[src/rtl/ksc_pkg.sv]
// shared constants, opcodes and control structs for the keyword substitution cipher
// depends on nothing; used by every other file of the block
package ksc_pkg;

  localparam int ALPHABET_SIZE = 26;
  localparam int LETTER_W      = 5;
  localparam int CHAR_W        = 8;
  localparam int OP_W          = 3;

  localparam logic [OP_W-1:0] OP_START   = 3'd0;
  localparam logic [OP_W-1:0] OP_KEYBYTE = 3'd1;
  localparam logic [OP_W-1:0] OP_FINISH  = 3'd2;
  localparam logic [OP_W-1:0] OP_ENCRYPT = 3'd3;
  localparam logic [OP_W-1:0] OP_DECRYPT = 3'd4;

  localparam logic [CHAR_W-1:0] CH_UPPER_A = 8'h41;
  localparam logic [CHAR_W-1:0] CH_UPPER_Z = 8'h5A;
  localparam logic [CHAR_W-1:0] CH_LOWER_A = 8'h61;
  localparam logic [CHAR_W-1:0] CH_LOWER_Z = 8'h7A;

  localparam logic [LETTER_W-1:0] LAST_LETTER = LETTER_W'(ALPHABET_SIZE - 1);

  // command broadcast to every cell of the row
  typedef struct packed {
    logic                clear;
    logic                append;
    logic [LETTER_W-1:0] letter;
  } cell_cmd_t;

  // status returned from the row
  typedef struct packed {
    logic                full;
    logic                found;
    logic [LETTER_W-1:0] found_idx;
    logic                sel_valid;
    logic [LETTER_W-1:0] sel_entry;
  } row_stat_t;

endpackage

[src/rtl/ksc_in_if.sv]
// input channel of the cipher: opcode and character word with valid/ready
// depends on ksc_pkg
interface ksc_in_if;
  logic                         valid;
  logic                         ready;
  logic [ksc_pkg::OP_W-1:0]     opcode;
  logic [ksc_pkg::CHAR_W-1:0]   in_char;

  modport source (output valid, output opcode, output in_char, input ready);
  modport sink   (input valid, input opcode, input in_char, output ready);
endinterface

[src/rtl/ksc_out_if.sv]
// result channel of the cipher: character word with valid/ready
// depends on ksc_pkg
interface ksc_out_if;
  logic                         valid;
  logic                         ready;
  logic [ksc_pkg::CHAR_W-1:0]   out_char;

  modport source (output valid, output out_char, input ready);
  modport sink   (input valid, input out_char, output ready);
endinterface

[src/rtl/ksc_cell.sv]
// one table entry of the substitution alphabet with its valid flag
// takes the valid flag of its left neighbour; depends on ksc_pkg
module ksc_cell (
  input  logic                           clk,
  input  logic                           rst_n,
  input  logic [ksc_pkg::LETTER_W-1:0]   cell_idx,
  input  ksc_pkg::cell_cmd_t             cmd,
  input  logic                           prev_valid,
  output logic                           valid,
  output logic [ksc_pkg::LETTER_W-1:0]   entry,
  output logic                           match
);

  logic                         valid_r, valid_nxt;
  logic [ksc_pkg::LETTER_W-1:0] entry_r, entry_nxt;

  // clear empties the cell; else the first empty cell after a filled one takes the appended letter
  always_comb begin
    valid_nxt = valid_r;
    entry_nxt = entry_r;
    if (cmd.clear) begin
      valid_nxt = 1'b0;
    end else if (cmd.append && prev_valid && !valid_r) begin
      valid_nxt = 1'b1;
      entry_nxt = cmd.letter;
    end
  end

  always_ff @(posedge clk) begin
    if (!rst_n) begin
      valid_r <= 1'b1;
      entry_r <= cell_idx;
    end else begin
      valid_r <= valid_nxt;
      entry_r <= entry_nxt;
    end
  end

  assign valid = valid_r;
  assign entry = entry_r;
  assign match = valid_r && (entry_r == cmd.letter);

endmodule

[src/rtl/ksc_cell_row.sv]
// row of 26 table cells chained by their valid flags, with lookup logic
// depends on ksc_pkg and ksc_cell
module ksc_cell_row (
  input  logic                           clk,
  input  logic                           rst_n,
  input  ksc_pkg::cell_cmd_t             cmd,
  input  logic [ksc_pkg::LETTER_W-1:0]   sel_pos,
  output ksc_pkg::row_stat_t             stat
);

  logic [ksc_pkg::ALPHABET_SIZE-1:0] valid;
  logic [ksc_pkg::ALPHABET_SIZE-1:0] match;
  logic [ksc_pkg::ALPHABET_SIZE-1:0] chain_in;
  logic [ksc_pkg::LETTER_W-1:0]      entry [ksc_pkg::ALPHABET_SIZE];

  assign chain_in = {valid[ksc_pkg::ALPHABET_SIZE-2:0], 1'b1};

  for (genvar i = 0; i < ksc_pkg::ALPHABET_SIZE; i++) begin : g_cell
    ksc_cell u_cell (
      .clk        (clk),
      .rst_n      (rst_n),
      .cell_idx   (ksc_pkg::LETTER_W'(i)),
      .cmd        (cmd),
      .prev_valid (chain_in[i]),
      .valid      (valid[i]),
      .entry      (entry[i]),
      .match      (match[i])
    );
  end

  // valid entries are distinct, so at most one cell matches
  always_comb begin
    stat           = '0;
    stat.full      = valid[ksc_pkg::ALPHABET_SIZE-1];
    stat.found     = |match;
    for (int i = 0; i < ksc_pkg::ALPHABET_SIZE; i++) begin
      if (match[i]) begin
        stat.found_idx = stat.found_idx | ksc_pkg::LETTER_W'(i);
      end
      if (sel_pos == ksc_pkg::LETTER_W'(i)) begin
        stat.sel_valid = valid[i];
        stat.sel_entry = entry[i];
      end
    end
  end

endmodule

[src/rtl/keyword_substitution_cipher.sv]
// keyword substitution cipher top level: sequencer, used-letter map and output register
// encrypt/decrypt: S_EXEC waits for a free output register, then registers the result
// input is taken only in S_IDLE, one word at a time; finish holds off input while
// the letter counter walks A to Z through the cell row, one letter a cycle
// reset (synchronous, active low): identity table, all letters used, no result pending
module keyword_substitution_cipher (
  input  logic       clk,
  input  logic       rst_n,
  ksc_in_if.sink     in_ch,
  ksc_out_if.source  out_ch
);

  typedef enum logic [1:0] {S_IDLE, S_EXEC, S_FILL} state_t;

  state_t                              state_r, state_nxt;
  logic [ksc_pkg::OP_W-1:0]            op_r, op_nxt;
  logic [ksc_pkg::CHAR_W-1:0]          char_r, char_nxt;
  logic [ksc_pkg::ALPHABET_SIZE-1:0]   used_r, used_nxt;
  logic [ksc_pkg::LETTER_W-1:0]        fill_letter_r, fill_letter_nxt;
  logic                                out_valid_r, out_valid_nxt;
  logic [ksc_pkg::CHAR_W-1:0]          out_char_r, out_char_nxt;

  ksc_pkg::cell_cmd_t                  cmd;
  ksc_pkg::row_stat_t                  stat;

  logic                                is_upper, is_lower, is_letter;
  logic [ksc_pkg::CHAR_W-1:0]          pos_wide;
  logic [ksc_pkg::LETTER_W-1:0]        pos;

  ksc_cell_row u_row (
    .clk     (clk),
    .rst_n   (rst_n),
    .cmd     (cmd),
    .sel_pos (pos),
    .stat    (stat)
  );

  // letter decode of the held word
  always_comb begin
    is_upper  = (char_r >= ksc_pkg::CH_UPPER_A) && (char_r <= ksc_pkg::CH_UPPER_Z);
    is_lower  = (char_r >= ksc_pkg::CH_LOWER_A) && (char_r <= ksc_pkg::CH_LOWER_Z);
    is_letter = is_upper || is_lower;
    pos_wide  = is_lower ? (char_r - ksc_pkg::CH_LOWER_A) : (char_r - ksc_pkg::CH_UPPER_A);
    pos       = pos_wide[ksc_pkg::LETTER_W-1:0];
  end

  always_comb begin
    state_nxt       = state_r;
    op_nxt          = op_r;
    char_nxt        = char_r;
    used_nxt        = used_r;
    fill_letter_nxt = fill_letter_r;
    out_valid_nxt   = out_valid_r && !out_ch.ready;
    out_char_nxt    = out_char_r;
    cmd             = '0;

    unique case (state_r)
      S_IDLE: begin
        if (in_ch.valid) begin
          op_nxt    = in_ch.opcode;
          char_nxt  = in_ch.in_char;
          state_nxt = S_EXEC;
        end
      end
      S_EXEC: begin
        cmd.letter = pos;
        priority if (op_r == ksc_pkg::OP_START) begin
          cmd.clear = 1'b1;
          used_nxt  = '0;
          state_nxt = S_IDLE;
        end else if (op_r == ksc_pkg::OP_KEYBYTE) begin
          if (is_letter && !used_r[pos] && !stat.full) begin
            cmd.append    = 1'b1;
            used_nxt[pos] = 1'b1;
          end
          state_nxt = S_IDLE;
        end else if (op_r == ksc_pkg::OP_FINISH) begin
          fill_letter_nxt = '0;
          state_nxt       = S_FILL;
        end else if (op_r == ksc_pkg::OP_ENCRYPT || op_r == ksc_pkg::OP_DECRYPT) begin
          if (!out_valid_r || out_ch.ready) begin
            out_valid_nxt = 1'b1;
            state_nxt     = S_IDLE;
            if (!is_letter) begin
              out_char_nxt = char_r;
            end else if (op_r == ksc_pkg::OP_ENCRYPT) begin
              out_char_nxt = stat.sel_valid
                ? ksc_pkg::CH_UPPER_A + ksc_pkg::CHAR_W'(stat.sel_entry)
                : ksc_pkg::CH_UPPER_A + ksc_pkg::CHAR_W'(pos);
            end else if (stat.found) begin
              out_char_nxt = (is_lower ? ksc_pkg::CH_LOWER_A : ksc_pkg::CH_UPPER_A)
                             + ksc_pkg::CHAR_W'(stat.found_idx);
            end else begin
              out_char_nxt = char_r;
            end
          end
        end else begin
          state_nxt = S_IDLE;
        end
      end
      S_FILL: begin
        cmd.letter = fill_letter_r;
        if (!used_r[fill_letter_r] && !stat.full) begin
          cmd.append              = 1'b1;
          used_nxt[fill_letter_r] = 1'b1;
        end
        fill_letter_nxt = fill_letter_r + 1'b1;
        if (fill_letter_r == ksc_pkg::LAST_LETTER) begin
          state_nxt = S_IDLE;
        end
      end
      default: begin
        state_nxt = S_IDLE;
      end
    endcase
  end

  always_ff @(posedge clk) begin
    if (!rst_n) begin
      state_r       <= S_IDLE;
      used_r        <= '1;
      fill_letter_r <= '0;
      out_valid_r   <= 1'b0;
    end else begin
      state_r       <= state_nxt;
      used_r        <= used_nxt;
      fill_letter_r <= fill_letter_nxt;
      out_valid_r   <= out_valid_nxt;
    end
  end

  always_ff @(posedge clk) begin
    op_r       <= op_nxt;
    char_r     <= char_nxt;
    out_char_r <= out_char_nxt;
  end

  assign in_ch.ready     = (state_r == S_IDLE);
  assign out_ch.valid    = out_valid_r;
  assign out_ch.out_char = out_char_r;

endmodule

[src/flat_wrapper.sv]
// flat-port wrapper written by rule: the top's interface ports become plain ports
module keyword_substitution_cipher_flat 
  (clk, rst_n, in_ch_valid, in_ch_opcode, in_ch_in_char, in_ch_ready, out_ch_valid, out_ch_out_char, out_ch_ready);
  ksc_in_if in_ch_i ();
  ksc_out_if out_ch_i ();
  input  logic clk;
  input  logic rst_n;
  input wire logic [$bits(in_ch_i.valid)-1:0] in_ch_valid;
  input wire logic [$bits(in_ch_i.opcode)-1:0] in_ch_opcode;
  input wire logic [$bits(in_ch_i.in_char)-1:0] in_ch_in_char;
  output wire logic [$bits(in_ch_i.ready)-1:0] in_ch_ready;
  output wire logic [$bits(out_ch_i.valid)-1:0] out_ch_valid;
  output wire logic [$bits(out_ch_i.out_char)-1:0] out_ch_out_char;
  input wire logic [$bits(out_ch_i.ready)-1:0] out_ch_ready;
  assign in_ch_i.valid = in_ch_valid;
  assign in_ch_i.opcode = in_ch_opcode;
  assign in_ch_i.in_char = in_ch_in_char;
  assign in_ch_ready = in_ch_i.ready;
  assign out_ch_valid = out_ch_i.valid;
  assign out_ch_out_char = out_ch_i.out_char;
  assign out_ch_i.ready = out_ch_ready;
  keyword_substitution_cipher u_core (.clk(clk), .rst_n(rst_n), .in_ch(in_ch_i), .out_ch(out_ch_i));
endmodule
[config.mk]
export PLATFORM = sky130hd
export DESIGN_NAME = keyword_substitution_cipher_flat
export DESIGN_NICKNAME = d
export VERILOG_FILES = /design/src/rtl/ksc_pkg.sv /design/src/rtl/ksc_in_if.sv /design/src/rtl/ksc_out_if.sv /design/src/rtl/ksc_cell.sv /design/src/rtl/ksc_cell_row.sv /design/src/rtl/keyword_substitution_cipher.sv /design/src/flat_wrapper.sv
export SDC_FILE = /design/constraint.sdc
export NUM_CORES = 1
export LEC_CHECK = 0
export ABC_CLOCK_PERIOD_IN_PS = 5500
export BUFFER_PORTS_ARGS = -buffer_cell sky130_fd_sc_hd__buf_2
export CAP_MARGIN = 20
export CORE_ASPECT_RATIO = 1.25
export CORE_MARGIN = 4
export CORE_UTILIZATION = 50
export DETAILED_ROUTE_END_ITERATION = 12
export GPL_TIMING_DRIVEN = 1
export PLACE_DENSITY = 0.78
export SLEW_MARGIN = 20
export SYNTH_ARGS = -nofsm -noshare
export SYNTH_HDL_FRONTEND = slang
export SYNTH_SLANG_ARGS = --single-unit
[constraint.sdc]
create_clock -name clk -period 5.5 [get_ports clk]
set_input_delay 0.275 -clock clk [delete_from_list [all_inputs] [get_ports clk]]
set_output_delay 0.275 -clock clk [all_outputs]
set_load 0.01 [all_outputs]
==> results.sh <==
export IMPL_rsz0062_at_grt="no"
export IMPL_worst_pin_slew_ns=1.109
export IMPL_power_density_nw_per_um2=242.2
export IMPL_path_class="reg -> reg"
export IMPL_rows=67
export IMPL_synthArstFlopShare_pct=0
export IMPL_ys_seq_area_share_pct=31.79
export IMPL_grt_antenna_before_repair=1
export IMPL_ys_ff_latch=209
export IMPL_overflow=0
export IMPL_layout_common_cells="dfxtp_1, o21ai_0, nor2_1, nand2_1, a21oi_1"
export IMPL_fillers=2497
export IMPL_dr_total_vias=15130
export IMPL_timing_setup_tns_ns=0
export IMPL_required_ns=5.78
export IMPL_drive_above_1_share_pct=11.34
export IMPL_numCtsBuffers=23
export IMPL_worstSkewPairLatency_ns=0.54
export IMPL_syn_area_sq_um=13760
export IMPL_vdd_ir_drop_worst_uv=379.6
export IMPL_dieWidth_microns=156.4
export IMPL_cts_root_buf="clkbuf_16"
export IMPL_syn2layout_area_growth_pct=12.34
export IMPL_via_per_inst=7.137
export IMPL_fin_area_sq_um=15460
export IMPL_cp_max_fo=17
export IMPL_hold_path_class="in -> reg"
export IMPL_maxSlewHeadroom_pct=25.30
export IMPL_mostFrequentLayoutCell="dfxtp_1"
export IMPL_cts_max_level=1
export IMPL_synth_edf_count=19
export IMPL_cts_tree="yes"
export IMPL_die_area_sq_um=30250
export IMPL_dpl_cell_area_sq_um=14610
export IMPL_synthFlopType="dfxtp_1"
export IMPL_min_period_ns=5.258
export IMPL_grt_pass1_vias=14560
export IMPL_synth_distinct_cells=88
export IMPL_synth_avg_cell_area_sq_um=8.022
export IMPL_detail_route_antenna_nets=0
export IMPL_path_clk_slew_ns=0.07
export IMPL_start_kind="flop"
export IMPL_yosysWarningCount=0
export IMPL_finalHoldViolCount=0
export IMPL_final_nets=1786
export IMPL_syn_instance_count=1715
export IMPL_gp_congestion=1.077
export IMPL_setup_viol=0
export IMPL_fin_crit_sh_pct=95.60
export IMPL_dp_hpwl_mm=49.28
export IMPL_wl_per_cell_microns=31.67
export IMPL_clock_sinks=209
export IMPL_hold_ws_ns=0.1012
export IMPL_synth_net_count=1744
export IMPL_grt_max_degree=68
export IMPL_port_buffers=24
export IMPL_crit_path_end_kind="flop"
export IMPL_skew_ns=0.01804
export IMPL_clock_fmax_mhz=190.2
export IMPL_start_util_pct=50.97
export IMPL_drt_iter0_drc=2203
export IMPL_clockBufferDepth=3
export IMPL_grt_pass1_wl_mm=97.92
export IMPL_leakagePower_nw=6.298
export IMPL_status="finished, final reports clean"
export IMPL_maxCapViolCount=0
export IMPL_postLayoutCoreUtil_pct=57.26
export IMPL_core_area_sq_um=26990
export IMPL_io_pins=25
export IMPL_worstPathArrival_ns=5.54
export IMPL_maxSlewViolCount=0
export IMPL_drt_wl_total_mm=67.14
export IMPL_die_y_microns=193.5
export IMPL_firstDrtPassIters=6
export IMPL_groute_usage_overall_pct=43.02
export IMPL_drcViolationCount=0
==> final timing paths <==
check,startpoint,endpoint,slack (ns),depth (start not counted)
worst min register to register,u_core.u_row.g_cell[25].u_cell.entry[0],u_core.u_row.g_cell[25].u_cell.entry[0],0.50,2
worst min-delay path,out_ch_ready,u_core.out_ch.valid,0.10,3
worst max register to register,u_core.char_r[0],u_core.out_ch.out_char[1],0.24,14
worst max-delay path,u_core.char_r[0],u_core.out_ch.out_char[1],0.24,14
==> metal layers <==
| metal | share of wire [%] | vias up | track usage, % |
|---|---|---|---|
| met5 | 0.018 | - | 0 |
| met1 | 37 | 7178 | 55.43 |
| li1 | - | 6527 | - |
| met2 | 44 | 1093 | 64.48 |
| met3 | 11 | 330 | 10.15 |
| met4 | 7.9 | 2 | 26.78 |
==> state kept, by name (all words and copies together) (netlist names) <==
name / cells
u_core.char_r: 8
u_core.u_row.g_cell.u_cell.entry: 130
u_core.state_r: 2
u_core.used_r: 26
u_core.fill_letter_r: 5
u_core.out_ch.out_char: 8
u_core.op_r: 3
u_core.out_ch.valid: 1
u_core.u_row.g_cell.u_cell.valid: 26
==> kinds of logic (layout without fill, tap and decap cells) <==
kind of cell               after synthesis  count (layout)  synth area share, %
other                                    0               2                    0
AOI/OAI and AO/OA                      578             578                27.54
DFF                                    209             209                31.79
xor gates and xnor gates                81              81                5.156
and+or+nand+nor                        556             556                20.20
buffers and inverters                  167             225                4.893
muxes                                  110             110                9.149
adders and majority gates               14              14                1.273
==> worst max-delay path, stage by stage (launching register included) <==
cell and delay [ns]:
edfxtp_1 0.38, inv_1 0.20, ha_1 0.68, buf_4 0.32
a211oi_1 0.13, o21ai_0 0.93, a222oi_1 0.22, a311oi_1 0.75
o21a_1 0.25, o21ai_0 0.13, o31a_1 0.34, ha_1 0.28
and2_1 0.13, a31oi_1 0.14, o21ai_0 0.11
==> final cells by class <==
class                   instances  area (sq um)  area share (%)
diodes                          2         5.005         0.03238
clock buffers                  32         619.3           4.007
clock inverters                 9         112.6          0.7286
inverters                      48         180.2           1.166
multi-input cells            1339          8742           56.56
flip-flops and latches        209          4374           28.30
well taps                     345         431.7           2.793
repair buffers                136         991.0           6.411
==> per-stage QoR <==
stage | worst slack (ns) | instances | power, W
2_1_floorplan | 1.436 | 1715 | 0.001957
3_3_place_gp | 0.4241 | 2066 | 0.002193
3_5_place_dp | 0.3955 | 2066 | 0.002194
4_1_cts | 0.3640 | 2118 | 0.003725
5_1_grt | 0.04711 | 2118 | 0.003853
6_report | 0.2418 | 2120 | 0.003743
==> power by group <==
group / total (W) / leakage [nW] / switching [W] / internal (W)
Clock: 0.00154 / 0.357 / 0.000654 / 0.000887
Sequential: 0.00159 / 1.71 / 0.0000333 / 0.00156
Combinational: 0.000612 / 4.23 / 0.000415 / 0.000197
==> Yosys cell counts (24+ instances only) <==
| cell | count | area [sq um] |
|---|---|---|
| buf_2 | 25 | 125.1 |
| nand3b_1 | 24 | 180.2 |
| nor3_1 | 33 | 165.2 |
| clkbuf_1 | 82 | 307.8 |
| nand4_1 | 26 | 162.7 |
| dfxtp_1 | 190 | 3804 |
| xnor2_1 | 74 | 648.1 |
| nand3_1 | 44 | 220.2 |
| nor2_1 | 147 | 551.8 |
| o21ai_0 | 149 | 745.7 |
| a21oi_1 | 135 | 675.7 |
| nand2_1 | 144 | 540.5 |
| and2_1 | 29 | 181.4 |
| o211ai_1 | 73 | 548.0 |
| inv_1 | 45 | 168.9 |
| mux2i_1 | 92 | 920.9 |
==> repair_timing <==
item	CTS	global route
buffers inserted	0	0
endpoints found under the hold margin	11	0
endpoints found under the setup margin	0	0
hold buffers	11	0
resized for setup	0	0
No activity file was read; power rests on OpenSTA's default activity.
